<file path="config.mk">
export PLATFORM = sky130hd
export DESIGN_NAME = plp_alu
export DESIGN_NICKNAME = d
export VERILOG_FILES = /design/src/rtl/core/plp_pkg.sv /design/src/rtl/core/plp_alu.sv
export SDC_FILE = /design/constraint.sdc
export NUM_CORES = 1
export LEC_CHECK = 0
export ABC_AREA = 1
export BUFFER_PORTS_ARGS = -buffer_cell sky130_fd_sc_hd__buf_4
export CORE_ASPECT_RATIO = 0.8
export CORE_UTILIZATION = 40
export DETAILED_ROUTE_END_ITERATION = 8
export MAX_ROUTING_LAYER = met4
export PLACE_DENSITY = 0.71
export SLEW_MARGIN = 20
export SYNTH_ARGS = -nofsm -noshare
export SYNTH_HDL_FRONTEND = slang
export SYNTH_SLANG_ARGS = --single-unit
</file>
<file path="constraint.sdc">
create_clock -name vclk -period 3.8
set_clock_uncertainty 0.2 [all_clocks]
set_input_delay 0.38 -clock vclk [all_inputs]
set_output_delay 0.38 -clock vclk [all_outputs]
set_load 0.05 [all_outputs]
</file>
<file path="src/rtl/core/plp_pkg.sv">
// Package for the priority load shedder: payload structs, register indexes,
// action codes and fixed constants. No dependencies.
package plp_pkg;

   localparam int STACK_DEPTH     = 8;
   localparam int STACK_AW        = 3;
   localparam int COUNT_W         = 4;
   localparam int DEVICE_W        = 3;
   localparam int MASK_W          = 8;
   localparam int PRIO_TABLE_W    = 32;
   localparam int MS_W            = 22;
   localparam int CHECK_PERIOD_MS = 250;
   localparam int MS_PER_S        = 1000;
   localparam int CSR_INDEX_W     = 3;

   localparam logic [1:0] ACT_NONE = 2'd0;
   localparam logic [1:0] ACT_OFF  = 2'd1;
   localparam logic [1:0] ACT_ON   = 2'd2;

   localparam logic [CSR_INDEX_W-1:0] REG_MAX_POWER     = 3'd0;
   localparam logic [CSR_INDEX_W-1:0] REG_BUFFER_POWER  = 3'd1;
   localparam logic [CSR_INDEX_W-1:0] REG_CUT_OFF_DELAY = 3'd2;
   localparam logic [CSR_INDEX_W-1:0] REG_RESTORE_DELAY = 3'd3;
   localparam logic [CSR_INDEX_W-1:0] REG_ALARM_ENABLED = 3'd4;
   localparam logic [CSR_INDEX_W-1:0] REG_LOAD_MASK     = 3'd5;
   localparam logic [CSR_INDEX_W-1:0] REG_PRIORITY_TAB  = 3'd6;

   localparam logic [14:0]      MAX_POWER_RESET  = 15'd3000;
   localparam logic [14:0]      BUF_POWER_RESET  = 15'd300;
   localparam logic [MS_W-1:0]  CUT_MS_RESET     = 22'd10000;
   localparam logic [MS_W-1:0]  RESTORE_MS_RESET = 22'd60000;

   typedef struct packed {
      logic [31:0]        now_ms;
      logic signed [15:0] total_power_w;
      logic [7:0]         on_mask;
   } req_type;

   typedef struct packed {
      logic       checked;
      logic       overloaded;
      logic       alarm;
      logic [1:0] action;
      logic [2:0] device;
   } rsp_type;

   typedef struct packed {
      logic [CSR_INDEX_W-1:0] index;
      logic [31:0]            data;
   } csr_type;

   typedef struct packed {
      logic [32:0] diff;
      logic        neg;
      logic        zero;
   } alu_res_type;

endpackage

</file>
<file path="src/rtl/core/plp_alu.sv">
// Shared 33-bit subtract and compare unit of the load shedder sequencer.
// Depends on plp_pkg for the result struct.
module plp_alu (
   input  logic [32:0]          op_a,
   input  logic [32:0]          op_b,
   output plp_pkg::alu_res_type res
);
   import plp_pkg::*;

   logic [32:0] diff;

   // Operands are either zero-extended 32-bit values or sign-extended
   // small values, so the 33-bit difference never overflows.
   assign diff     = op_a - op_b;
   assign res.diff = diff;
   assign res.neg  = diff[32];
   assign res.zero = (diff == 33'd0);

endmodule

</file>
==> results.sh <==
export IMPL_status="complete, but fails checks"
export IMPL_violations="design-rule violations"
export IMPL_seqCellArea_um2=0
export IMPL_drt_iter0_markers=258
export IMPL_relSlewSlack_pct=66.0
export IMPL_synth_area_top_cells="nand2_1 31%, inv_1 22%, ha_1 13%, nor2_1 6.4%, nand3_1 5.7%"
export IMPL_routed_wl_um=10000
export IMPL_rows=27
export IMPL_worst_path_max_fanout=4
export IMPL_synth_cells=627
export IMPL_crit_family="simple AND/OR/NAND/NOR gates"
export IMPL_synthesis_nets=726
export IMPL_antenna_cells=0
export IMPL_end_kind="output pin"
export IMPL_die_y_um=79.1
export IMPL_syn_area_mm2=0.00297
export IMPL_placed_cells=814
export IMPL_avgSynthCellArea_um2=4.74
export IMPL_antenna_found_initial=0
export IMPL_overflow=0
export IMPL_yosysTopAreaCellShare_pct=31.3
export IMPL_placed_cell_area_mm2=0.00383
export IMPL_final_nets=828
export IMPL_synth_top_cell_by_area="nand2_1"
export IMPL_period_share_pct=84.4
export IMPL_ant_nets=0
export IMPL_drv_cap=0
export IMPL_drive_above_1_share_pct=19.0
export IMPL_crit_arrival_ns=2.63
export IMPL_port_buffers=101
export IMPL_worst_pin_slew_ns=0.505
export IMPL_flops_and_latches=0
export IMPL_power_density_mw_per_mm2=227
export IMPL_cts_resized_gates=0
export IMPL_cp_required_ns=3.22
export IMPL_grt_pass1_vias=3350
export IMPL_total_leakage_power_uw=0.00264
export IMPL_hold_violations=0
export IMPL_grt_pass1_wl_um=16100
export IMPL_cp_slowest_cell="fa_1"
export IMPL_ys_seq_area_share_pct=0
export IMPL_fin_cells=814
export IMPL_slew_violations=0
export IMPL_rsz0062_at_grt="false"
export IMPL_period_minus_slack_ns=3.21
export IMPL_timing_fmax_mhz=312
export IMPL_synth_cell_types=28
export IMPL_ys_warn_count=0
export IMPL_drc=3
export IMPL_setup_violations=0
export IMPL_hold_ws_ns=0.988
export IMPL_min_path_type="primary input to output pin"
export IMPL_cts_hold_buf=0
export IMPL_io_pins=101
export IMPL_cpMostUsedCell="nand2_1"
export IMPL_path_buf_inv=4
export IMPL_syn_to_final_growth_pct=28.9
export IMPL_die_w_um=98.3
export IMPL_start_util_pct=42.3
export IMPL_dieArea_mm2=0.00778
export IMPL_routedWlPerCell_um=12.3
export IMPL_place_gp_congestion=1.02
export IMPL_setup_tns_ns=0
export IMPL_crit_chain="buf_4 > inv_1 > ha_1 > fa_1 > inv_1 > nand3_2 > nand2_4 > nand2_2 > nand3_2 > nand2_1 > nand2_1 > nand2_1 > nor2_1 > nand2_1 > nor2_1 > nand3_1 > nor2_1 > buf_4"
export IMPL_grt_max_degree=8
export IMPL_synth_common_cells="248 x nand2_1, 172 x inv_1, 51 x nor2_1, 34 x nand3_1, 32 x ha_1"
export IMPL_yosysMostFrequentCell="nand2_1"
export IMPL_grt_use_total_pct=26.5
export IMPL_criticalPathCategory="primary input to output pin"
export IMPL_vias=3922
export IMPL_cts_setup_buffers=0
export IMPL_critPathMaxStageDelay_ns=0.44
export IMPL_via_per_inst=4.82
export IMPL_design_area_mm2=0.00383
export IMPL_design_core_area_mm2=0.00703
export IMPL_start_kind="primary input"
export IMPL_clock_buffers=0
export IMPL_first_pass_iters=9
export IMPL_dpl_hpwl_um=9180
export IMPL_ir_drop_v=0.000110
-- power breakdown --
part	total (uW)	switching, uW	internal [uW]
combinational	869	592	276
sequential	0	0	0
clock	0	0	0
-- metrics by stage --
| stage | utilization, % | power (uW) | setup WS [ns] |
|---|---|---|---|
| floorplan | - | 599 | 0.313 |
| global placement | 54.5 | 855 | 0.632 |
| detailed placement | 54.5 | 860 | 0.623 |
| CTS | 54.5 | 863 | 0.612 |
| global route | 54.5 | 944 | 0.342 |
| finish | 54.5 | 869 | 0.591 |
-- cell usage in the layout (no fill, tap or decap) --
| master | n |
|---|---|
| a21o_1 | 1 |
| a21oi_1 | 17 |
| a31oi_1 | 1 |
| and3_1 | 1 |
| buf_4 | 101 |
| fa_1 | 1 |
| ha_1 | 32 |
| inv_1 | 172 |
| inv_2 | 4 |
| nand2_1 | 248 |
| nand2_2 | 10 |
| nand2_4 | 2 |
| nand3_1 | 34 |
| nand3_2 | 10 |
| nand3b_1 | 7 |
| nand4_1 | 10 |
| nand4_2 | 2 |
| nor2_1 | 51 |
| nor2_2 | 6 |
| nor2_4 | 2 |
| nor3_1 | 2 |
| nor3_2 | 1 |
| nor4_1 | 1 |
| o21ai_0 | 5 |
| o21bai_1 | 2 |
| or2_0 | 1 |
| xnor2_1 | 1 |
| xor2_1 | 2 |
-- logic make-up after synthesis --
group                      count (synthesis)  synth area share (%)
adders and majority gates                 33                  14.2
and+or+nand+nor                          388                  57.8
AOI/OAI and AO/OA                         26                  4.68
buffers and inverters                    177                  22.5
xor gates and xnor gates                   3                 0.885
-- worst min-delay path, stage by stage --
cell and delay, ns:
buf_4 0.08, ha_1 0.13, inv_1 0.04, buf_4 0.18
-- metal layers --
metal	vias up	share of wire [%]	wire length, um	track usage (%)
met2	137	40	3980	38.8
met5	-	0	0	-
met4	0	0	0	0.299
met1	1722	53	5360	42.2
li1	2063	-	-	-
met3	0	7.0	703	0.616
-- layout make-up --
| class | instances | area [um^2] |
|---|---|---|
| tap | 87 | 109 |
| inverter | 176 | 661 |
| multi-input combinational | 450 | 2300 |
| timing repair buffer | 101 | 758 |
| fill | 777 | 3200 |
-- worst paths after layout --
check / from / end / slack [ns] / cells past startpoint
worst max-delay path: op_a[0] / res[0] / 0.59 / 18
worst min-delay path: op_b[0] / res[2] / 0.99 / 4
Note: power is estimated with default switching activity, not from simulation.
