==> src/rtl/core/plp_ram.sv <==
// Generic single-write, single-read RAM with a registered read port.
// Stand-alone; used for the shed stacks.
module plp_ram #(
   parameter int WIDTH = 8,
   parameter int DEPTH = 8
) (
   input  logic                     clock,
   input  logic                     wr_en,
   input  logic [$clog2(DEPTH)-1:0] wr_addr,
   input  logic [WIDTH-1:0]         wr_data,
   input  logic [$clog2(DEPTH)-1:0] rd_addr,
   output logic [WIDTH-1:0]         rd_data
);

   logic [WIDTH-1:0] mem [DEPTH];

   always_ff @(posedge clock) begin
      if (wr_en) begin
         mem[wr_addr] <= wr_data;
      end
      rd_data <= mem[rd_addr];
   end

endmodule

==> config.mk <==
export PLATFORM = sky130hd
export DESIGN_NAME = plp_ram
export DESIGN_NICKNAME = d
export VERILOG_FILES = /design/src/rtl/core/plp_ram.sv
export SDC_FILE = /design/constraint.sdc
export NUM_CORES = 1
export LEC_CHECK = 0
export BUFFER_PORTS_ARGS = -buffer_cell sky130_fd_sc_hd__buf_4
export CORE_MARGIN = 3
export CORE_UTILIZATION = 58
export DETAILED_ROUTE_END_ITERATION = 8
export PLACE_DENSITY = 0.8
export SYNTH_ARGS = -nofsm -noshare
export SYNTH_HDL_FRONTEND = slang
export SYNTH_SLANG_ARGS = --single-unit
==> constraint.sdc <==
create_clock -name clock -period 1.74 [get_ports clock]
set_input_delay 0.174 -clock clock [delete_from_list [all_inputs] [get_ports clock]]
set_output_delay 0.174 -clock clock [all_outputs]
set_load 0.03 [all_outputs]
==> out/metrics.yaml, run 1 <==
status: "complete, no violations"
cts_root_buffer: "clkbuf_8"
synth_flop_cell: "edfxtp_1"
drv_slew: 0
ys_seq_area_share_pct: 77.36
core-area_sq_mm: 0.004414
avgSynthCellArea_sq_um: 23.61
die-height_um: 74.12
ant_nets: 0
syn_inst: 114
hold_viol: 0
yosysTopAreaCell: "edfxtp_1"
drt_iter0_drc: 82
max-vdd-ir-drop_uv: 678.2
cp_data_required_time_ns: 1.95
relSlewSlack_pct: 82.97
diodes: 0
area_growth_pct: 16.18
synth_top_cell_area_share_pct: 71.41
htreeDepth: 3
dieArea_sq_mm: 0.005494
fin_util_pct: 70.83
wl_met2_um: 2248
synth_area_leaders: "edfxtp_1, mux4_1, dfxtp_1, mux2_2, mux4_2"
hold_depth: 1
finalSetupTns_ns: 0
io_pins: 24
setup_viol: 0
critPathArrivalTime_ns: 1.49
holdBufCountCts: 0
fin_skew_ns: 0.009287
drc_errors: 0
ys_top_cells_by_count: "edfxtp_1, mux4_1, dfxtp_1, mux2_2, nor2_1"
leakage_nw: 1.111
hp-class: "primary input to flip-flop"
grt_pass1_wl_um: 6610
finalCritPeriodShare_pct: 73.96
async_flop_share_pct: 0
initial_core_util_pct: 60.97
wl_per_cell_um: 20.58
gp_congestion: 0.6437
nets: 167
worstPathMaxFanout: 1
ys_warn_count: 0
critPathKind: "flip-flop to flip-flop"
viasPerCell: 5.884
grt_max_degree: 17
grt-ovfl-total: 0
drt-met1-wl_um: 1796
clock_latency_ns: 0.32
grt.total_usage_pct: 17.98
start_kind: "flip-flop"
syn_area_sq_mm: 0.002691
synth_most_common_cell: "edfxtp_1"
grt_pass1_vias: 1266
postCtsSetupBuffers: 0
p_per_area_mw_per_mm2: 1072
highest_layer: "met4"
cts.sinks: 72
rsz0062_at_grt: "no"
firstDrtPassIters: 4
antenna_found_initial: 0
r2r_cells: 2
drive_gt1_share_pct: 34.84
dieWidth_um: 74.12
cts_tree: "done"
cts_buffer_depth: 2
synth_edf_count: 64
cts_buffers: 9
dpl.hpwl_um: 2745
synth_cell_types: 14
cts_resized: 0
crit_path_end_kind: "flip-flop"
final.min_clock_period_ns: 1.287
final.fill_count: 275
cts.clk_slew.worst_paths_ns: 0.07
ys_ff_latch: 72
wl_met3_um: 180
routed_wirelength_um: 4260
synth_nets: 130
row_count: 24
io_buffers: 23
max_slew.worst_pin.slew_ns: 0.2555
num_vias: 1218
fmax_mhz: 777.0
cap_violations: 0
state kept, by name, summed over array words and instances, names as in the netlist:
| signal | flops |
|---|---|
| mem | 64 |
| rd_data | 8 |
kinds of logic after synthesis:
logic type | after synthesis | synth area share [%]
flip-flops | 72 | 77.36
multiplexers | 24 | 18.83
AND/OR/NAND/NOR | 13 | 2.185
buffers and inverters | 5 | 1.627
through the flow:
| stage | cell area [sq um] | power, W | hold WS, ns | std cells | worst slack [ns] |
|---|---|---|---|---|---|
| final | 3127 | 0.003351 | 0.08209 | 207 | 0.4530 |
| after global routing | 3127 | 0.003492 | 0.06196 | 207 | 0.4184 |
| after CTS | 3127 | 0.003393 | 0.06366 | 207 | 0.4368 |
| after detailed placement | 2945 | 0.002250 | 0.4105 | 192 | 0.3073 |
| after global placement | 2945 | 0.002235 | 0.3992 | 192 | 0.3300 |
| after floorplan | 2691 | 0.002146 | 0.2729 | 114 | 0.4055 |
layout make-up:
cell class	instances	area, sq um	area share (%)
repair buffers	31	232.7	7.443
clock buffers	12	165.2	5.282
multi-input cells	37	565.5	18.09
well taps	52	65.06	2.081
clock inverters	3	16.27	0.5202
flip-flops and latches	72	2082	66.59
power breakdown:
group	switching, W	total, W	leakage [nW]	internal (W)
sequential	0.0000155	0.00197	0.649	0.00195
combinational	0.000127	0.000242	0.371	0.000115
clock	0.000524	0.00114	0.0919	0.000619
final timing paths:
path              start          to  slack [ns]
max reg2reg   mem[1][2]  rd_data[2]        0.45
max           mem[1][2]  rd_data[2]        0.45
min          wr_data[4]   mem[2][4]        0.08
min reg2reg   mem[7][4]  rd_data[4]        0.67
layer usage:
layer / GRT usage, % / up-vias
met4: 8.451 / 0
met1: 22.63 / 631
li1: - / 555
met3: 4.865 / 4
met5: 0 / -
met2: 29.33 / 28
worst max-delay path: stages (launching register included):
cell and delay, ns:
edfxtp_1 0.39, mux4_1 0.51, mux2_2 0.27
layout by cell type, fill, tap and decap left out:
master,n
nor3_1,2
nor2_1,6
nand2_1,2
mux4_1,15
clkinv_2,1
clkbuf_8,12
mux4_2,1
clkinv_1,1
nand2b_1,3
buf_4,31
clkinvlp_4,1
mux2_2,8
edfxtp_1,64
dfxtp_1,8
No activity file was read; power rests on OpenSTA's default activity.
==> run 2: changes to the inputs <==
--- a/config.mk
+++ b/config.mk
@@ -7,9 +7,9 @@
 export LEC_CHECK = 0
 export BUFFER_PORTS_ARGS = -buffer_cell sky130_fd_sc_hd__buf_4
 export CORE_MARGIN = 3
-export CORE_UTILIZATION = 58
+export CORE_UTILIZATION = 52
 export DETAILED_ROUTE_END_ITERATION = 8
-export PLACE_DENSITY = 0.8
+export PLACE_DENSITY = 0.76
 export SYNTH_ARGS = -nofsm -noshare
 export SYNTH_HDL_FRONTEND = slang
 export SYNTH_SLANG_ARGS = --single-unit
==> constraint.sdc (replaced) <==
create_clock -name clock -period 1.1 [get_ports clock]
set_input_delay 0.11 -clock clock [delete_from_list [all_inputs] [get_ports clock]]
set_output_delay 0.11 -clock clock [all_outputs]
set_load 0.03 [all_outputs]
==> run 2 against run 1 <==
The run now ends with setup timing left. Sequential share of layout area fell by 2.1 points. First-iteration DRC count rose by 13%. Total power rose by 66%. Hold slack got worse by 0.065 ns. Combinational power rose by 82%. Critical endpoint is now rd_data[4]. Largest power group unchanged. Highest routed layer unchanged.
==> out/metrics.yaml, run 2 (synthesis results as in run 1) <==
status: "finished, violations left"  # was complete, no violations
violations: "setup timing"
die-height_um: 77.94  # was 74.12 um
finalCritPeriodShare_pct: 114.7  # was 73.96%
antenna_found_initial: 0  # unchanged
drc_errors: 0  # unchanged
dpl.hpwl_um: 2899  # was 2745 um
num_vias: 1254  # was 1,218
cpPeakStageDelay_ns: 0.49  # was 0.51 ns
dp_cells: 208  # was 192
top_register: "mem"  # unchanged
dieWidth_um: 77.94  # was 74.12 um
r2r_cells: 2  # unchanged
viasPerCell: 5.429  # was 5.884
hold_ws_ns: 0.01711  # was 0.08209 ns
hold_viol: 0  # unchanged
relSlewSlack_pct: 78.91  # was 82.97%
setup_viol: 8  # was 0
cts.clk_slew.worst_paths_ns: 0.07  # about the same
grt_pass1_vias: 1387  # was 1,266
r2r_start: "mem[5][4]"  # was mem[1][2]
layout.cells.non_filler: 231  # was 207
gp_congestion: 0.6870  # was 0.6437
cts_buffers: 9  # unchanged
reg2reg_setup_slack_ns: -0.16  # was 0.45 ns
most-common-layout-cells: "edfxtp_1, buf_4, mux4_2"  # was edfxtp_1, buf_4, mux4_1
crit_path_end_kind: "flip-flop"  # unchanged
drv_slew: 0  # unchanged
cts_root_buffer: "clkbuf_8"  # unchanged
crit_end: "rd_data[4]"  # was rd_data[2]
area_growth_pct: 19.90  # was 16.18%
wl_per_cell_um: 20.60  # was 20.58 um
cp_data_required_time_ns: 1.33  # was 1.95 ns
reg2reg_to: "rd_data[4]"  # was rd_data[2]
max-vdd-ir-drop_uv: 1109  # was 678.2 uV
worstPathCellList: "mux4_2 > mux2_4"  # was mux4_1 > mux2_2
cap_violations: 0  # unchanged
startpoint: "mem[5][4]"  # was mem[1][2]
start_kind: "flip-flop"  # unchanged
nets: 175  # was 167
drive_gt1_share_pct: 43.90  # was 34.84%
grt.total_usage_pct: 17.34  # was 17.98%
postCtsSetupBuffers: 0  # unchanged
core-area_sq_mm: 0.004848  # was 0.004414 sq mm
diodes: 0  # unchanged
grt-ovfl-total: 0  # unchanged
p_per_area_mw_per_mm2: 1723  # was 1072 mW/mm^2
fmax_mhz: 792.9  # was 777.0 MHz
cts_buffer_depth: 2  # unchanged
drt_iter0_drc: 93  # was 82
cts.sinks: 72  # unchanged
largest_registers: "mem (64), rd_data (8)"  # unchanged
final.min_clock_period_ns: 1.261  # was 1.287 ns
critPathArrivalTime_ns: 1.49  # about the same
max_slew.worst_pin.slew_ns: 0.3164  # was 0.2555 ns
initial_core_util_pct: 55.51  # was 60.97%
worstPathMaxFanout: 1  # unchanged
dieArea_sq_mm: 0.006075  # was 0.005494 sq mm
routed_wirelength_um: 4758  # was 4260 um
hp-class: "primary input to flip-flop"  # unchanged
ant_nets: 0  # unchanged
firstDrtPassIters: 4  # unchanged
io_buffers: 23  # unchanged
final_common_cell: "edfxtp_1"  # unchanged
grt_max_degree: 17  # unchanged
row_count: 25  # was 24
clock_latency_ns: 0.33  # was 0.32 ns
grt_pass1_wl_um: 7341  # was 6610 um
fin_area_sq_mm: 0.003227  # was 0.003127 sq mm
dpl-instance-area_sq_mm: 0.002978  # was 0.002945 sq mm
io_pins: 24  # unchanged
htreeDepth: 3  # unchanged
fin_skew_ns: 0.004085  # was 0.009287 ns
leakage_nw: 1.132  # was 1.111 nW
critPathKind: "flip-flop to flip-flop"  # unchanged
rsz0062_at_grt: "yes"  # was no
critPathSlowestCell: "mux4_2"  # was mux4_1
worst_slack_ns: -0.1612  # was 0.4530 ns
final.fill_count: 331  # was 275
finalSetupTns_ns: -1.023  # was 0 ns
largest_reg_flops: 64  # unchanged
cts_tree: "done"  # unchanged
==> run 2: worst max-delay path, delay by kind of cell, from the launching register on <==
family	cells	cell delay [ns]
multiplexers	2	0.77
flip-flops	1	0.39
==> run 2: routing by layer <==
layer	GRT usage (%)	share of wire, %
met1	22.19	41
met2	27.65	52
met3	5.684	6.8
met4	6.818	0.69
met5	0	0
==> run 2: worst min-delay path by stage <==
stage	from	end	slack [ns]	cells past startpoint
after floorplan	wr_data[0]	mem[0][0]	0.21	0
after global placement	wr_data[7]	mem[1][7]	0.33	1
after detailed placement	wr_data[7]	mem[3][7]	0.35	1
after CTS	wr_data[3]	mem[4][3]	0.002	1
after global routing	wr_data[3]	mem[4][3]	0.007	1
final	wr_data[3]	mem[4][3]	0.02	1
==> run 2: layout make-up <==
cell class	instances	area, sq um	area share [%]
Timing Repair Buffer	39	310.3	9.616
Tap cell	67	83.83	2.598
Clock inverter	5	56.30	1.745
Sequential cell	72	2082	64.52
Multi-Input combinational cell	37	553.0	17.14
Clock buffer	11	141.4	4.382
==> run 2: metrics by stage <==
stage          total power, W  utilization, %  worst slack, ns
2_1_floorplan        0.003401               -          -0.1318
3_3_place_gp         0.003537           61.42          -0.2362
3_5_place_dp         0.003565           61.42          -0.2800
4_1_cts              0.005602           66.17          -0.1631
5_1_grt              0.005774           66.55          -0.1828
6_report             0.005561           66.55          -0.1612
==> run 2: repair_timing <==
| action | in CTS | in global routing |
|---|---|---|
| resized for setup | 14 | 7 |
| endpoints found under the hold margin | 45 | 0 |
| setup endpoints to repair | 8 | 8 |
| hold buffers | 7 | 0 |
==> run 2: where the power goes <==
part	internal (W)	total [W]	leakage [nW]	switching, W
Sequential	0.00309	0.00312	0.649	0.0000303
Combinational	0.000223	0.000440	0.384	0.000217
Clock	0.00110	0.00200	0.0993	0.000899
